--- src/rtl/bce_ram.sv ---
// ----------------------------------------------------------------------------
// bce_ram
// Generic single-write, single-read RAM with registered read data.
// ----------------------------------------------------------------------------
module bce_ram #(
  parameter int WIDTH = 16,
  parameter int DEPTH = 32,
  parameter int AW    = (DEPTH > 1) ? $clog2(DEPTH) : 1
) (
  input  logic             clk,
  input  logic             we,
  input  logic [AW-1:0]    waddr,
  input  logic [WIDTH-1:0] wdata,
  input  logic [AW-1:0]    raddr,
  output logic [WIDTH-1:0] rdata
);

  logic [WIDTH-1:0] mem [DEPTH];

  always_ff @(posedge clk) begin
    if (we) begin
      mem[waddr] <= wdata;
    end
    rdata <= mem[raddr];
  end

endmodule

--- config.mk ---
export PLATFORM = sky130hd
export DESIGN_NAME = bce_ram
export DESIGN_NICKNAME = d
export VERILOG_FILES = /design/src/rtl/bce_ram.sv
export SDC_FILE = /design/constraint.sdc
export NUM_CORES = 1
export LEC_CHECK = 0
export BUFFER_PORTS_ARGS = -buffer_cell sky130_fd_sc_hd__buf_2
export CORE_MARGIN = 4
export CORE_UTILIZATION = 55
export DETAILED_ROUTE_END_ITERATION = 8
export PLACE_DENSITY = 0.73
export SETUP_SLACK_MARGIN = 0.4
export SLEW_MARGIN = 20
export SYNTH_ARGS = -nofsm -noshare
export SYNTH_HDL_FRONTEND = slang
export SYNTH_SLANG_ARGS = --single-unit
--- constraint.sdc ---
create_clock -name clk -period 3.51 [get_ports clk]
set_input_delay 0.351 -clock clk [delete_from_list [all_inputs] [get_ports clk]]
set_output_delay 0.351 -clock clk [all_outputs]
set_load 0.02 [all_outputs]
==> Yosys cells after proc, flatten, opt, wreduce, memory -nomap -nowiden <==
Memory sizes are Yosys's and may differ from the RTL's. A register that Yosys moved wholly into a read port is not among the register bits.
Index checks and enable logic that the tools add are counted.
{ "classes": {"addsub": 0, "mux": 2, "mul": 0, "div": 0, "n_reduce_logical": 0, "n_eq_ne": 0, "shift": 0, "bitwise": 0, "order_cmp": 0} }
{ "op_table": {"columns": ["op", "count"], "rows": [
  ["2-to-1 mux 1 bit", 2]
]} }
{ "word_totals": {"regBits": 0, "inputBits": 28, "n_memories": 1, "latch_bits": 0, "mem_bits_rw": 512, "output_inout_bits": 16, "elab_cells": 3, "mem_bits_ro": 0} }
{ "memory_table": {"columns": ["memory", "depth", "width", "rd", "rd_clocked_by_memory_dff", "wr", "line_no", "source"], "rows": [
  ["mem", 32, 16, 1, 1, 1, "18", "logic [WIDTH-1:0] mem [DEPTH];"]
]} }

==> Logic depth before layout (Yosys ltp) <==
{ "logic_depth": {"ltp_word": 2, "depth_mapped": 8, "ltp_nobuf": 5} }

==> Least setup slack after synthesis <==
Ideal clock, no wire load.
{ "synth_path": {"kind": "input -> register", "start": "in waddr[1]", "end": "mem mem[12][0], enable pin", "slack_ns": 1.419, "required_time_ns": 3.122, "t_arrival_ns": 1.703, "path_stages": 3, "path_cell_list": "or3b_2 > clkbuf_1 > nor2_1"} }
{ "synth_rtl": {"columns": ["element", "line_no", "source"], "rows": [
  ["start, declared", "12", "input logic [AW-1:0] waddr,"],
  ["end, declared", "18", null]
]} }
Straight into the memory's write port.

==> reports/qor.txt <==
Total of max-cap violations: 0
Register bit total from synthesis: 528
Sequential area share after synthesis: 76.4%
P_sw: 0.00269 W
Final min period: 1.97 ns
Skew final: 0.0212 ns
IO Count: 44
Max Freq: 0.509 GHz
Final period utilization: 56.0%
Yosys cell types: 26
Critical Path AT: 2.38 ns
Mapped Nets: 1171
Die W: 201 um
Deepest clock path buffer count: 3
I/O Buffers: 43
RSZ-0062 raised after global routing: no
Gr usage total: 21.9%
Vias/cell: 6.16
Req. time, crit path: 3.93 ns
Clock slew seen by the registers of the worst setup and hold paths: 0.06 ns
Post_cts resized: 0
CP Launch Type: input port
Via Count: 10700
# nets final: 1252
Layout cell share with drive strength beyond 1: 14.0%
Mapped Cells: 1143
Htree depth: 2
Final setup viols: 0
Routed Antenna Nets: 0
Mean Syn Cell Area: 18.0 um^2
Initial Util: 56.0%
Ys Warns: 0
Status: complete, no violations
Vias in the first global route: 10300
Global-route wire length before repair: 66800 um
Drt wl/cell: 26.2 um
First DRT Iteration DRCs: 1295
Synth-to-layout area growth: 11.8%
Synth Cell Area: 20500 um^2
Worst-Margin Slew: 0.875 ns
DR pass1 iterations: 7
Max-slew headroom: 41.4%
Comb power frac: 5.3%
Worst skew pair latency: 0.56 ns
Final GP Congestion: 0.827
Core box area: 36700 um^2
VDD IR max: 0.000402 V
Number of cell rows: 70
Clk sinks: 528
Kind of critical path: in -> reg
Setup crit end kind: flip-flop
Clk pwr share: 41.3%
DRC Markers: 0
Global route overflow: 0
Routed WL: 45400 um
Clock root buffer: clkbuf_16
Switching Fraction: 20.4%
Pre-CTS setup slack: 1.00 ns
DP Wirelength: 26700 um
CTS tree: built
Final Total Pwr: 0.0132 W
Critical path peak fanout: 27
Pint: 0.0105 W
Part of the power in registers: 53.4%
Total CTS buffers: 51
Hold Path Class: in -> reg
DIE AREA: 40500 um^2
Die extent in y: 201 um
Power per cell area: 575 nW/um^2
Post-synth top area share: 74.9%
Largest net degree at the start of global routing: 66
Hold buffers post-CTS: 0
Fin. max-slew vios: 0
Antenna violations before repair: 3
Final Hold Viols: 0
Postcts setup bufs: 0
Setup TNS Final: 0 ns
Largest area contributor in the netlist: edfxtp_1
WHS: 0.260 ns
Final worst slack: 1.54 ns
Lkg Pwr: 8.09 nW
Synth area leaders: edfxtp_1 (75%), mux2i_1 (12%), a22oi_1 (2.3%), dfxtp_1 (1.6%), a22o_1 (1.4%)
## kinds of logic after synthesis
logic type / count (synthesis) / share of synthesized area [%]
multiplexers: 256 / 12.5
AO/OA/AOI/OAI: 144 / 4.97
AND/OR/NAND/NOR: 148 / 3.49
buffers and inverters: 67 / 2.63
flip-flops: 528 / 76.4
## cell type report
type,count,area (um^2)
flip-flops and latches,528,15700
diodes,1,2.50
fillers,2522,13700
clock inverters,22,233
repair buffers,95,653
multi-input cells,548,4320
well taps,468,586
clock buffers,71,1460
## power groups by stage
stage          combinational, W  clock, W  sequential [W]
4_1_cts                0.000695   0.00550         0.00705
3_3_place_gp           0.000681         0         0.00718
2_1_floorplan          0.000394         0         0.00719
3_5_place_dp           0.000693         0         0.00718
6_report               0.000696   0.00544         0.00705
5_1_grt                0.000736   0.00578         0.00705
## cells in the final DEF, fill, tap and decap left out, types with 2 or more instances in the layout
master / count
a21oi_1: 32
a22o_1: 32
a22oi_1: 64
a31oi_1: 16
buf_12: 3
buf_2: 42
buf_4: 49
bufinv_16: 5
clkbuf_1: 11
clkbuf_16: 53
clkbuf_8: 7
clkinv_1: 7
clkinv_2: 8
dfxtp_1: 16
edfxtp_1: 512
mux2i_1: 256
nand2_1: 33
nand2b_1: 2
nand3_1: 34
nand3b_1: 5
nand4_1: 16
nor2_1: 33
nor2b_4: 2
nor3_1: 16
or3b_2: 3
## registers in the layout, summed over array words and instances (netlist names)
| signal | cells |
|---|---|
| mem | 512 |
| rdata | 16 |
## per-stage QoR
| stage | utilization, % | cell area [um^2] | cells |
|---|---|---|---|
| 6_report | 62.5 | 22900 | 1733 |
| 3_3_place_gp | 57.9 | 21300 | 1639 |
| 3_5_place_dp | 57.9 | 21300 | 1639 |
| 2_1_floorplan | - | 20500 | 1143 |
| 5_1_grt | 62.5 | 22900 | 1733 |
| 4_1_cts | 62.5 | 22900 | 1732 |
## worst max-delay path, cell delays in order
cell,delay [ns]
buf_2,0.16
and2_2,0.61
buf_4,0.37
buf_4,0.36
a22oi_1,0.12
nand3_1,0.28
nand3_1,0.11
## cell usage after synthesis
| cell | instances |
|---|---|
| buf_8 | 6 |
| nor3_1 | 16 |
| a31oi_1 | 16 |
| or3_1 | 1 |
| a21oi_1 | 32 |
| edfxtp_1 | 512 |
| dfxtp_1 | 16 |
| mux2i_1 | 256 |
| or3b_2 | 3 |
| nand3b_1 | 5 |
| nor2b_1 | 2 |
| nor2_4 | 1 |
| or2_1 | 1 |
| clkbuf_1 | 12 |
| nand2b_1 | 2 |
| nand2_1 | 33 |
| a22oi_1 | 64 |
| buf_4 | 19 |
| buf_12 | 5 |
| and2_1 | 1 |
| nand4_1 | 16 |
| buf_2 | 19 |
| nand3_1 | 34 |
| nor2_1 | 33 |
| buf_6 | 6 |
| a22o_1 | 32 |
## layer usage
layer / GRT usage (%) / part of all wire [%]
met5: 0 / 0.057
met4: 5.52 / 2.3
met3: 3.42 / 7.4
met2: 35.7 / 48
met1: 31.6 / 42
## path summary, 6_finish.rpt
path,slack [ns],depth (start not counted),start,endpoint
setup / recovery,1.54,7,raddr[2],rdata[3]
hold / removal,0.26,3,raddr[3],rdata[9]
setup reg to reg,1.94,5,mem[1][11],rdata[11]
hold reg to reg,0.60,4,mem[16][7],rdata[7]
Note: power is estimated with default switching activity, not from simulation.
