==> src/rtl/bce_pkg.sv <==
// ----------------------------------------------------------------------------
// bce_pkg
// Shared types and constants for the Bezier curve evaluator.
// ----------------------------------------------------------------------------
package bce_pkg;

  localparam int MAX_POINTS_DEF  = 32;
  localparam int MAX_SAMPLES_DEF = 64;
  localparam int T_FRAC_BITS_DEF = 16;

  localparam logic [6:0] SCNT_RESET = 7'd64;

  localparam int CNT_W = 6;   // point count and point loop counters
  localparam int BIN_W = 30;  // binomial coefficients up to 33 points
  localparam int DIV_W = 40;  // dividend and quotient of the serial divider
  localparam int DVS_W = 7;   // divisor width
  localparam int MUL_W = 33;  // signed operand width of the shared multiplier

  localparam logic [1:0] CMD_ADD   = 2'd0;
  localparam logic [1:0] CMD_EVAL  = 2'd1;
  localparam logic [1:0] CMD_CLEAR = 2'd2;

  typedef struct packed {
    logic [1:0]         cmd;
    logic signed [15:0] px;
    logic signed [15:0] py;
  } in_item_t;

  typedef struct packed {
    logic signed [23:0] cx;
    logic signed [23:0] cy;
    logic [5:0]         sample_index;
    logic               last;
  } out_item_t;

endpackage

==> src/rtl/bce_mul.sv <==
// ----------------------------------------------------------------------------
// bce_mul
// Shared signed multiplier with a registered product.
// ----------------------------------------------------------------------------
module bce_mul
  import bce_pkg::*;
(
  input  logic                      clk,
  input  logic signed [MUL_W-1:0]   a,
  input  logic signed [MUL_W-1:0]   b,
  output logic signed [2*MUL_W-1:0] q
);

  always_ff @(posedge clk) begin
    q <= a * b;
  end

endmodule

==> config.mk <==
export PLATFORM = sky130hd
export DESIGN_NAME = bce_mul
export DESIGN_NICKNAME = d
export VERILOG_FILES = /design/src/rtl/bce_pkg.sv /design/src/rtl/bce_mul.sv
export SDC_FILE = /design/constraint.sdc
export NUM_CORES = 2
export LEC_CHECK = 0
export BUFFER_PORTS_ARGS = -buffer_cell sky130_fd_sc_hd__buf_2
export CAP_MARGIN = 0
export CORE_ASPECT_RATIO = 0.5
export CORE_UTILIZATION = 35
export CTS_CLUSTER_SIZE = 8
export DETAILED_ROUTE_END_ITERATION = 7
export GPL_TIMING_DRIVEN = 0
export PLACE_DENSITY = 0.53
export SYNTH_ARGS = -nofsm -noshare
export SYNTH_HDL_FRONTEND = slang
export SYNTH_SLANG_ARGS = --single-unit
==> constraint.sdc <==
create_clock -name clk -period 19.1 [get_ports clk]
set_clock_uncertainty 0.15 [all_clocks]
set_input_delay 1.91 -clock clk [delete_from_list [all_inputs] [get_ports clk]]
set_output_delay 1.91 -clock clk [all_outputs]
set_load 0.05 [all_outputs]
== Word level (Yosys, flattened, before mapping) ==
Cells that the tools add are included.

* Register bits: 66
* Input bits: 67
* Output and inout port bits: 66
* Logic and storage cells: 2

* $mul: 1

{| class="wikitable"
|+ Operator list
! operator !! number
|-
| $mul A33 B33 Y66 || 1
|}

== Longest topological paths before layout ==
* Word-level depth: 1
* Depth in mapped cells: 27
* Gate-level depth less buffers: 26

== Least setup slack after synthesis ==
No wires, ideal clock.

* Kind: input to register
* Start point: input port a[32]
* End point: register q[62]
* Library setup time: 0.079 ns
* Arrival time: 9.067 ns
* Data required time: 18.871 ns
* Setup slack: 9.804 ns
* Stages: 23
* Path buffers: 2
* Cell sequence: clkbuf_1 nand2_1 inv_1 fa_1 fa_1 fa_1 fa_1 fa_1 fa_1 fa_1 inv_1 fa_1 inv_1 ha_1 clkbuf_1 and3_1 nand3_1 nand2b_1 a2111oi_4 a211oi_4 a21o_2 a21o_1 a211oi_2

* Longest elaborated chain between the ends: 1

{| class="wikitable"
|+ RTL lines
! what !! line !! text
|-
| start, declared || bce_mul.sv:9 || <nowiki>input logic signed [MUL_W-1:0] a,</nowiki>
|-
| $mul A33 B33 Y66 || bce_mul.sv:15 || <nowiki>q <= a * b;</nowiki>
|-
| end signal, assigned || bce_mul.sv:15 ||
|-
| end, declared || bce_mul.sv:11 || <nowiki>output logic signed [2*MUL_W-1:0] q</nowiki>
|}

No other way between the ends.

== Worst setup path in the final report ==
* Start point: input port a[32]
* End point: register q[64]

Same word-level chain as after synthesis.

==> impl_metrics.yaml <==
critical_path:
  cp.arrival_ns: 11.76
  crit_required_ns: 19.22
  path_max_fanout: 17
  end_kind: "flop"
  crit_slowest_cell: "fa_1"
  startpoint_type: "primary input"
  path_cells: "buf_2, clkbuf_1, nand2_1, inv_1, fa_1, fa_1, inv_1, fa_1, inv_1, fa_1, fa_1, fa_1, fa_1, inv_1, fa_1, inv_1, ha_1, clkbuf_1, nand4_1, nor3_1, o311ai_4, nand3_2, a211oi_1, a311oi_1"
  crit_type: "in2reg"
  cp_slowest_stage_delay_ns: 1.26
  cpMostUsedCell: "fa_1"
placement:
  port_buffers: 132
  dp.final_hpwl_um: 139000
  gp_congestion: 1.02
  place_area_mm2: 0.0433
global_route:
  grt_usage_pct: 28.0
  grt_pass1_vias: 32500
  gr-total-overflow: 0
  grt_pass1_wl_um: 231000
  grt_max_degree: 27
  antenna_found_initial: 21
synth:
  synthTopCellsByCount: "fa_1, inv_1, and2_1"
  synth_edf_count: 0
  synth_area_leaders: "fa_1, inv_1, and2_1"
  yosys_warnings: 0
  ys_ff_latch: 66
  synth_cells: 4338
  yosysTopAreaCell: "fa_1"
  synth.most_common_cell: "fa_1"
  async_flop_share_pct: 0
  synth.net_count: 5767
  synthDistinctLibCells: 80
  syn_avg_cell_area_um2: 9.39
  ys_seq_area_share_pct: 3.24
  netlist.area_leader.share_pct: 56.3
  synthFlopType: "dfxtp_1"
  syn-cell-area_mm2: 0.0407
routing:
  dr.pass1.iters: 6
  viasPerCell: 5.08
  wl_per_cell_um: 26.7
  wirelength_um: 161000
  drc: 0
  drt-initial-drc-count: 2561
  vias: 30600
  antenna_left: 0
status:
  status: "complete, no violations"
timing:
  hold_viol: 0
  slew_violations: 0
  max_freq_mhz: 85.9
  maxSlewHeadroom_pct: 7.97
  fin_crit_sh_pct: 60.9
  final.setup.tns_ns: 0
  rsz0062_at_grt: "no"
  period_needed_ns: 11.64
  worst_pin_slew_ns: 1.38
  setup_viol_count_final: 0
floorplanning:
  rows: 88
  core_area_mm2: 0.115
  start_util_pct: 35.3
  die_w_um: 484
  ioPinCount: 133
  dieArea_mm2: 0.118
  dieHeight_um: 243
clocking:
  cts.reportedPaths.clkPinSlew_ns: 0.08
  tritoncts: "built"
  cts_root_buf: "clkbuf_16"
  ctsHoldBuffers: 0
  cts_buffers: 9
  htreeDepth: 3
  cts_buffer_depth: 2
  postCtsSetupBuffers: 0
  cts.sinks: 66
  cts-resized-gates: 0
final_layout:
  largest_reg_flops: 66
  area_growth_pct: 7.12
  drive_gt1_share_pct: 4.39
  largest_register: "q"
  final_cell_area_mm2: 0.0436
  fillers: 11800
  nNetsFinal: 5910
  top_regs: "q (66)"
min_path:
  holdCritPathClass: "in2reg"
job:
  drv_cap: 0
layer usage:
metal	wire (um)	up-vias	GRT usage [%]	share of wire, %
li1	-	12700	-	-
met1	66000	16400	37.5	41
met2	74500	1303	44.9	46
met3	12500	280	4.63	7.8
met4	7860	2	11.8	4.9
met5	15	-	0	0.0093
layout make-up:
type,instances,area [um^2],share of cell area (%)
diodes,12,30.0,0.0688
plain buffers,221,851,1.95
clock buffers,9,225,0.516
clock inverters,7,70.1,0.161
inverters,1131,4250,9.73
multi-input cells,2920,34300,78.6
flip-flops and latches,66,1320,3.03
well taps,1530,1910,4.39
repair buffers,132,661,1.51
worst max-delay path, delay by kind of cell:
family	cells	cell delay, ns
adder cells (fa/ha/maj)	9	5.14
buffers and inverters	8	1.93
AND/OR/NAND/NOR	4	1.76
AO/OA/AOI/OAI	3	0.97
cell usage in the layout (no fill, tap or decap), drive strengths merged, types with 3 or more instances in the layout:
master and count:
a221oi 3, buf 145, and3 6, or3 3, and2 563, a21o 38, ha 217, dfxtp 66
or2 3, nor2 68, inv 1131, clkinv 5, clkbuf 217, nor2b 5, fa 1145, diode 12
a211o 6, nor4 3, a31oi 9, and4 5, o21a 6, xor2 25, a21boi 3, a21oi 61
xnor2 43, nor3 7, o21bai 11, o211ai 5, nand2b 12, a211oi 11, o31ai 7, nand3 26
nand2 551, o21ai 33, nand4 12
cell families (layout without fill, tap and decap cells):
| group | Yosys count | in the layout | synth area share [%] |
|---|---|---|---|
| adder cells (fa/ha/maj) | 1362 | 1362 | 62.9 |
| buffers and inverters | 1352 | 1500 | 12.5 |
| AND/OR/NAND/NOR | 1271 | 1271 | 15.8 |
| AO/OA/AOI/OAI | 219 | 219 | 4.07 |
| XOR/XNOR | 68 | 68 | 1.46 |
| flip-flops | 66 | 66 | 3.24 |
| other | 0 | 12 | 0 |
worst paths after layout:
check,startpoint,to,cells past startpoint
setup / recovery,a[32],q[64],24
hold / removal,a[0],q[0],2
through the flow:
step / hold WS, ns / util (%) / worst slack [ns] / std cells
2_1_floorplan: 1.89 / - / 9.80 / 4338
3_3_place_gp: 2.23 / 37.5 / 6.76 / 6000
3_5_place_dp: 2.23 / 37.5 / 6.94 / 6000
4_1_cts: 1.86 / 37.8 / 7.37 / 6016
5_1_grt: 1.87 / 37.8 / 6.96 / 6017
6_report: 1.91 / 37.8 / 7.46 / 6028
Power is left out: the tool's default activity adds up to more than one toggle a clock period on the data nets, which glitch-free logic cannot reach.
