File: config.mk
export PLATFORM = sky130hd
export DESIGN_NAME = bce_div
export DESIGN_NICKNAME = d
export VERILOG_FILES = /design/src/rtl/bce_pkg.sv /design/src/rtl/bce_div.sv
export SDC_FILE = /design/constraint.sdc
export NUM_CORES = 1
export LEC_CHECK = 0
export BUFFER_PORTS_ARGS = -buffer_cell sky130_fd_sc_hd__buf_2
export CAP_MARGIN = 20
export CORE_ASPECT_RATIO = 0.5
export CORE_MARGIN = 1.5
export CORE_UTILIZATION = 35
export DETAILED_ROUTE_END_ITERATION = 16
export HOLD_SLACK_MARGIN = 0.05
export PLACE_DENSITY = 0.63
export SYNTH_ARGS = -nofsm -noshare
export SYNTH_HDL_FRONTEND = slang
export SYNTH_SLANG_ARGS = --single-unit
File: constraint.sdc
create_clock -name clk -period 2.2 [get_ports clk]
set_input_delay 0.11 -clock clk [delete_from_list [all_inputs] [get_ports clk]]
set_output_delay 0.11 -clock clk [all_outputs]
set_load 0.01 [all_outputs]
File: src/rtl/bce_pkg.sv
// ----------------------------------------------------------------------------
// bce_pkg
// Shared types and constants for the Bezier curve evaluator.
// ----------------------------------------------------------------------------
package bce_pkg;

  localparam int MAX_POINTS_DEF  = 32;
  localparam int MAX_SAMPLES_DEF = 64;
  localparam int T_FRAC_BITS_DEF = 16;

  localparam logic [6:0] SCNT_RESET = 7'd64;

  localparam int CNT_W = 6;   // point count and point loop counters
  localparam int BIN_W = 30;  // binomial coefficients up to 33 points
  localparam int DIV_W = 40;  // dividend and quotient of the serial divider
  localparam int DVS_W = 7;   // divisor width
  localparam int MUL_W = 33;  // signed operand width of the shared multiplier

  localparam logic [1:0] CMD_ADD   = 2'd0;
  localparam logic [1:0] CMD_EVAL  = 2'd1;
  localparam logic [1:0] CMD_CLEAR = 2'd2;

  typedef struct packed {
    logic [1:0]         cmd;
    logic signed [15:0] px;
    logic signed [15:0] py;
  } in_item_t;

  typedef struct packed {
    logic signed [23:0] cx;
    logic signed [23:0] cy;
    logic [5:0]         sample_index;
    logic               last;
  } out_item_t;

endpackage

File: src/rtl/bce_div.sv
// ----------------------------------------------------------------------------
// bce_div
// Restoring serial divider, one quotient bit per cycle.
// ----------------------------------------------------------------------------
module bce_div
  import bce_pkg::*;
(
  input  logic             clk,
  input  logic             rst_n,
  input  logic             start,
  input  logic [DIV_W-1:0] dividend,
  input  logic [DVS_W-1:0] divisor,
  output logic             done,
  output logic [DIV_W-1:0] quotient
);

  localparam int CW = $clog2(DIV_W + 1);

  logic [DIV_W-1:0] quo_r;
  logic [DVS_W-1:0] rem_r;
  logic [DVS_W-1:0] dvs_r;
  logic [CW-1:0]    cnt_r;
  logic             run_r;
  logic             done_r;
  logic [DVS_W:0]   trial;
  logic [DVS_W:0]   diff;

  assign trial = {rem_r, quo_r[DIV_W-1]};
  assign diff  = trial - {1'b0, dvs_r};

  always_ff @(posedge clk) begin
    if (!rst_n) begin
      run_r  <= 1'b0;
      done_r <= 1'b0;
      cnt_r  <= '0;
    end else begin
      done_r <= run_r && (cnt_r == CW'(1));
      if (start) begin
        run_r <= 1'b1;
        cnt_r <= CW'(DIV_W);
      end else if (run_r) begin
        cnt_r <= cnt_r - CW'(1);
        if (cnt_r == CW'(1)) begin
          run_r <= 1'b0;
        end
      end
    end
  end

  always_ff @(posedge clk) begin
    if (start) begin
      quo_r <= dividend;
      rem_r <= '0;
      dvs_r <= divisor;
    end else if (run_r) begin
      // The remainder always stays below the divisor, so it fits DVS_W bits.
      if (!diff[DVS_W]) begin
        rem_r <= diff[DVS_W-1:0];
        quo_r <= {quo_r[DIV_W-2:0], 1'b1};
      end else begin
        rem_r <= trial[DVS_W-1:0];
        quo_r <= {quo_r[DIV_W-2:0], 1'b0};
      end
    end
  end

  assign done     = done_r;
  assign quotient = quo_r;

endmodule

# Yosys cells after proc, flatten, opt, wreduce, memory -nomap -nowiden
# Index checks and enable logic that the tools add are counted.
# W data, S select, Z words.
# classes
n_addsub,2
mux,9
eq_ne,1
mul,0
n_lt_le_gt_ge,0
shifts,0
reduce_logical,3
bitwise,1
n_div,0
# ops
cell,count
$mux W40,2
$mux W6,2
$sub A8 B7 Y8,1
$mux W7,1
$eq A6 B1 Y1 const B,1
$sub A6 B1 Y6 const B,1
$mux W1,4
$reduce_bool A2 Y1,1
$reduce_or A2 Y1,1
$logic_and A1 B1 Y1,1
$not A1 Y1,1
# totals
latch_bits,0
mem_count,0
rom_bits,0
word_cells,23
input_bits,50
ff_bits,62
output_inout_bits,41
ramBits,0

# Longest topological paths before layout
# depth
word_depth,4
mapped_depth,9
depth_no_buf,9

# Least setup slack after synthesis
# Ideal clock, no wire load.
# synth_path
path_type,register -> register
startpoint,"register quo_r[39], in the netlist quotient[39]"
endpoint,register rem_r[6]
arrival_ns,2.098
path_stages_with_launch,10
setup_time_ns,0.091
required_time_ns,2.109
path_buffers,0
path_slack_ns,0.011
synth_period_minus_slack_ns,2.189
path_cell_list,edfxtp_1 -> inv_1 -> ha_1 -> inv_1 -> fa_1 -> a211o_1 -> a2111oi_2 -> nand4b_1 -> nand3_1 -> a311oi_1
# synth_between
elab_chain_cells,2
# synth_rtl
element,line_no,text
"start, declared",bce_div.sv:19,logic [DIV_W-1:0] quo_r;
"start signal, assigned",bce_div.sv:52,quo_r <= dividend;
"start signal, assigned",bce_div.sv:59,"quo_r <= {quo_r[DIV_W-2:0], 1'b1};"
"start signal, assigned",bce_div.sv:62,"quo_r <= {quo_r[DIV_W-2:0], 1'b0};"
$sub A8 B7 Y8,bce_div.sv:29,"assign diff = trial - {1'b0, dvs_r};"
$mux W7,bce_div.sv:57,if (!diff[DVS_W]) begin
"end signal, assigned",bce_div.sv:58,rem_r <= diff[DVS_W-1:0];
"end signal, assigned",bce_div.sv:61,rem_r <= trial[DVS_W-1:0];
"end, declared",bce_div.sv:20,logic [DVS_W-1:0] rem_r;
# No other way between the ends.
# A chain may end at the register's enable or synchronous reset.

# Worst setup path after layout
# Ends and elaborated chain as after synthesis.

==> metrics.cfg <==
[cts]
postCtsSetupBuffers=0
clock_path_buffers=2
path_clk_slew_ns=0.05
numClockSinks=62
cts_made_buffers=9
insertion_delay_ns=0.32
cts_tree=done
htree_levels=3
cts_root_buf=clkbuf_16

[critical_path]
cp_num_buf_inv=2
crit_chain=inv_2 > ha_4 > inv_2 > fa_2 > a211o_1 > a2111oi_2 > nand4b_1 > nand3_1 > a311oi_1
cp-startpoint=quotient[39]$_DFFE_PP_
cp_max_fo=3
cpMostUsedCell=inv_2
crit_path_end_kind=flop
crit_path_max_incr_delay_ns=0.39
start_kind=flop
path_class=reg2reg
r2r_start=quotient[39]$_DFFE_PP_
worstPathArrival_ns=2.45
crit_family=compound AO/OA/AOI/OAI gates
required_ns=2.43
cp_slowest_cell=edfxtp_1

[global_route]
grt_pass1_wl_um=9850
grt_overflow=0
grt_pass1_vias=2099
grt_use_total_pct=14.4
antenna_found_initial=0
grt_start_max_net_pins=41

[place]
place_ws_ns=-0.0950
gp_congestion=0.806
place_hpwl_um=4590
io_buffers=90
dp_cells=418

[power_and_ir_drop]
power_density_nw_per_um2=842
ir_worst_vdd_uv=429
p_comb_share_pct=17.8
seqPwrFrac_pct=44.1
p_int_mw=2.47
power.leakage_nw=1.59
finalPower_mw=3.31
p_sw_share_pct=25.2
power.share.clock_pct=38.1
switchingPower_uw=835

[run_status]
violations=setup timing
status=finished with violations

[sta]
holdWs_ns=0.0876
setup_viol=1
post-route-period-util_pct=101
setup_slack_ns=-0.0248
max_freq_ghz=0.449
max_slew_margin_pct=66.9
rsz0062_at_grt=yes
fin_worst_skew_ns=0.00415
maxSlewViolCount=0
fin_crit_ns=2.22
final_hold_viol_count=0
tightest_slew_ns=0.494

[logic_synthesis]
netlist_area_sq_um=2950
ys_types=45
synthCells=218
ys_warn_count=0
avgSynthCellArea_sq_um=13.5
syn-num-nets=278
seq_area_frac_synth_pct=58.0
synth-edff-count=47
yosys_register_bits=62
async_reset_ff_share_pct=0
synth_ff_type=edfxtp_1

[layout]
num_antenna_cells=0
finalNonFillerCells=442
final_cell_mix=buf_2 (90), edfxtp_1 (47), mux2_2 (39)
area_delta_synth_final_pct=33.0
final_layout_size_suffix_gt1_share_pct=49.7
mostFrequentLayoutCell=buf_2
layout.nets=385

[floorplanning]
design.die.area_sq_um=9030
chipHeight_um=68.0
floorplan.initialDensity_pct=36.5
rows=23
io_pins=91
die_w_um=133
core_sq_um=8090

[detailed_routing]
drc=0
wl_per_cell_um=14.3
antenna_left=0
vias=2141
detail_route.first_pass.iterations=4
dr_wl_met2_um=3360
route.met3.wl_um=232
drt_iter0_drc=95
totalWireLength_um=6330
top_layer=met4
via_per_inst=4.84
drt-met1-wl_um=2670

[worst_hold_path]
min_from=dividend[39]
hp-class=in2reg

[run]
drv_cap=0

==> per-stage QoR <==
| stage | setup TNS [ns] | instance area [sq um] | util, % |
|---|---|---|---|
| CTS | -0.0539 | 3910 | 48.4 |
| global placement | 0 | 3570 | 44.1 |
| finish | -0.0248 | 3930 | 48.6 |
| global route | -0.115 | 3930 | 48.6 |
| floorplan | 0 | 2950 | - |
| detailed placement | -0.0950 | 3570 | 44.1 |
==> logic make-up after synthesis <==
family                   share of synthesized area [%]
flip-flops                                        58.0
AND/OR/NAND/NOR                                   7.37
multiplexers                                      14.9
AO/OA/AOI/OAI                                     10.3
buffers and inverters                             2.63
adder cells (fa/ha/maj)                           4.49
XOR/XNOR                                          2.37
==> power groups by stage <==
stage / clock, mW / sequential, mW / combinational (mW)
floorplan: 0 / 1.52 / 0.329
global placement: 0 / 1.47 / 0.557
detailed placement: 0 / 1.48 / 0.574
CTS: 1.29 / 1.46 / 0.589
global route: 1.36 / 1.48 / 0.640
finish: 1.26 / 1.46 / 0.587
==> per-layer routing <==
metal | GRT usage (%) | up-vias
met5 | 0 | -
met4 | 3.71 | 0
met2 | 27.2 | 36
met1 | 15.2 | 1060
met3 | 6.22 | 6
li1 | - | 1039
==> state kept, by name (all words and copies together), names as in the netlist <==
register  cells
done          1
rem_r         7
quotient     40
dvs_r         7
run_r         1
cnt_r         6
==> cells in the mapped netlist, types with 4 or more instances <==
master    count  area share, %
ha_1          9            3.8
clkbuf_1      4           0.51
a311oi_1      6            1.8
o21ai_1       7            1.2
a21oi_1       4           0.68
dfxtp_1      15             10
edfxtp_1     47             48
xnor2_1       6            1.8
inv_1        12            1.5
mux2_2       39             15
nand2_1       9            1.1
nand3_1       6            1.0
nor2_1       14            1.8
==> worst paths after layout <==
| kind | slack (ns) | end | depth (start not counted) |
|---|---|---|---|
| setup reg to reg | -0.02 | rem_r[6]$_SDFFE_PP0P_ | 9 |
| setup / recovery | -0.02 | rem_r[6]$_SDFFE_PP0P_ | 9 |
| hold reg to reg | 0.50 | cnt_r[1]$_SDFFE_PP0P_ | 2 |
| hold / removal | 0.09 | quotient[39]$_DFFE_PP_ | 2 |
==> what timing repair did <==
item                       CTS  global route
hold buffers                 8             0
gates resized for setup      2             3
gates cloned                 0             0
setup endpoints to repair    1             2
hold endpoints to repair     9             0
==> area by class of cell <==
class	count	area, sq um
clock buffers	14	254
repair buffers	103	581
well taps	112	140
flip-flops and latches	62	1710
fillers	716	4160
inverters	13	48.8
clock inverters	2	10.0
multi-input cells	136	1180
No activity file was read; power rests on OpenSTA's default activity.
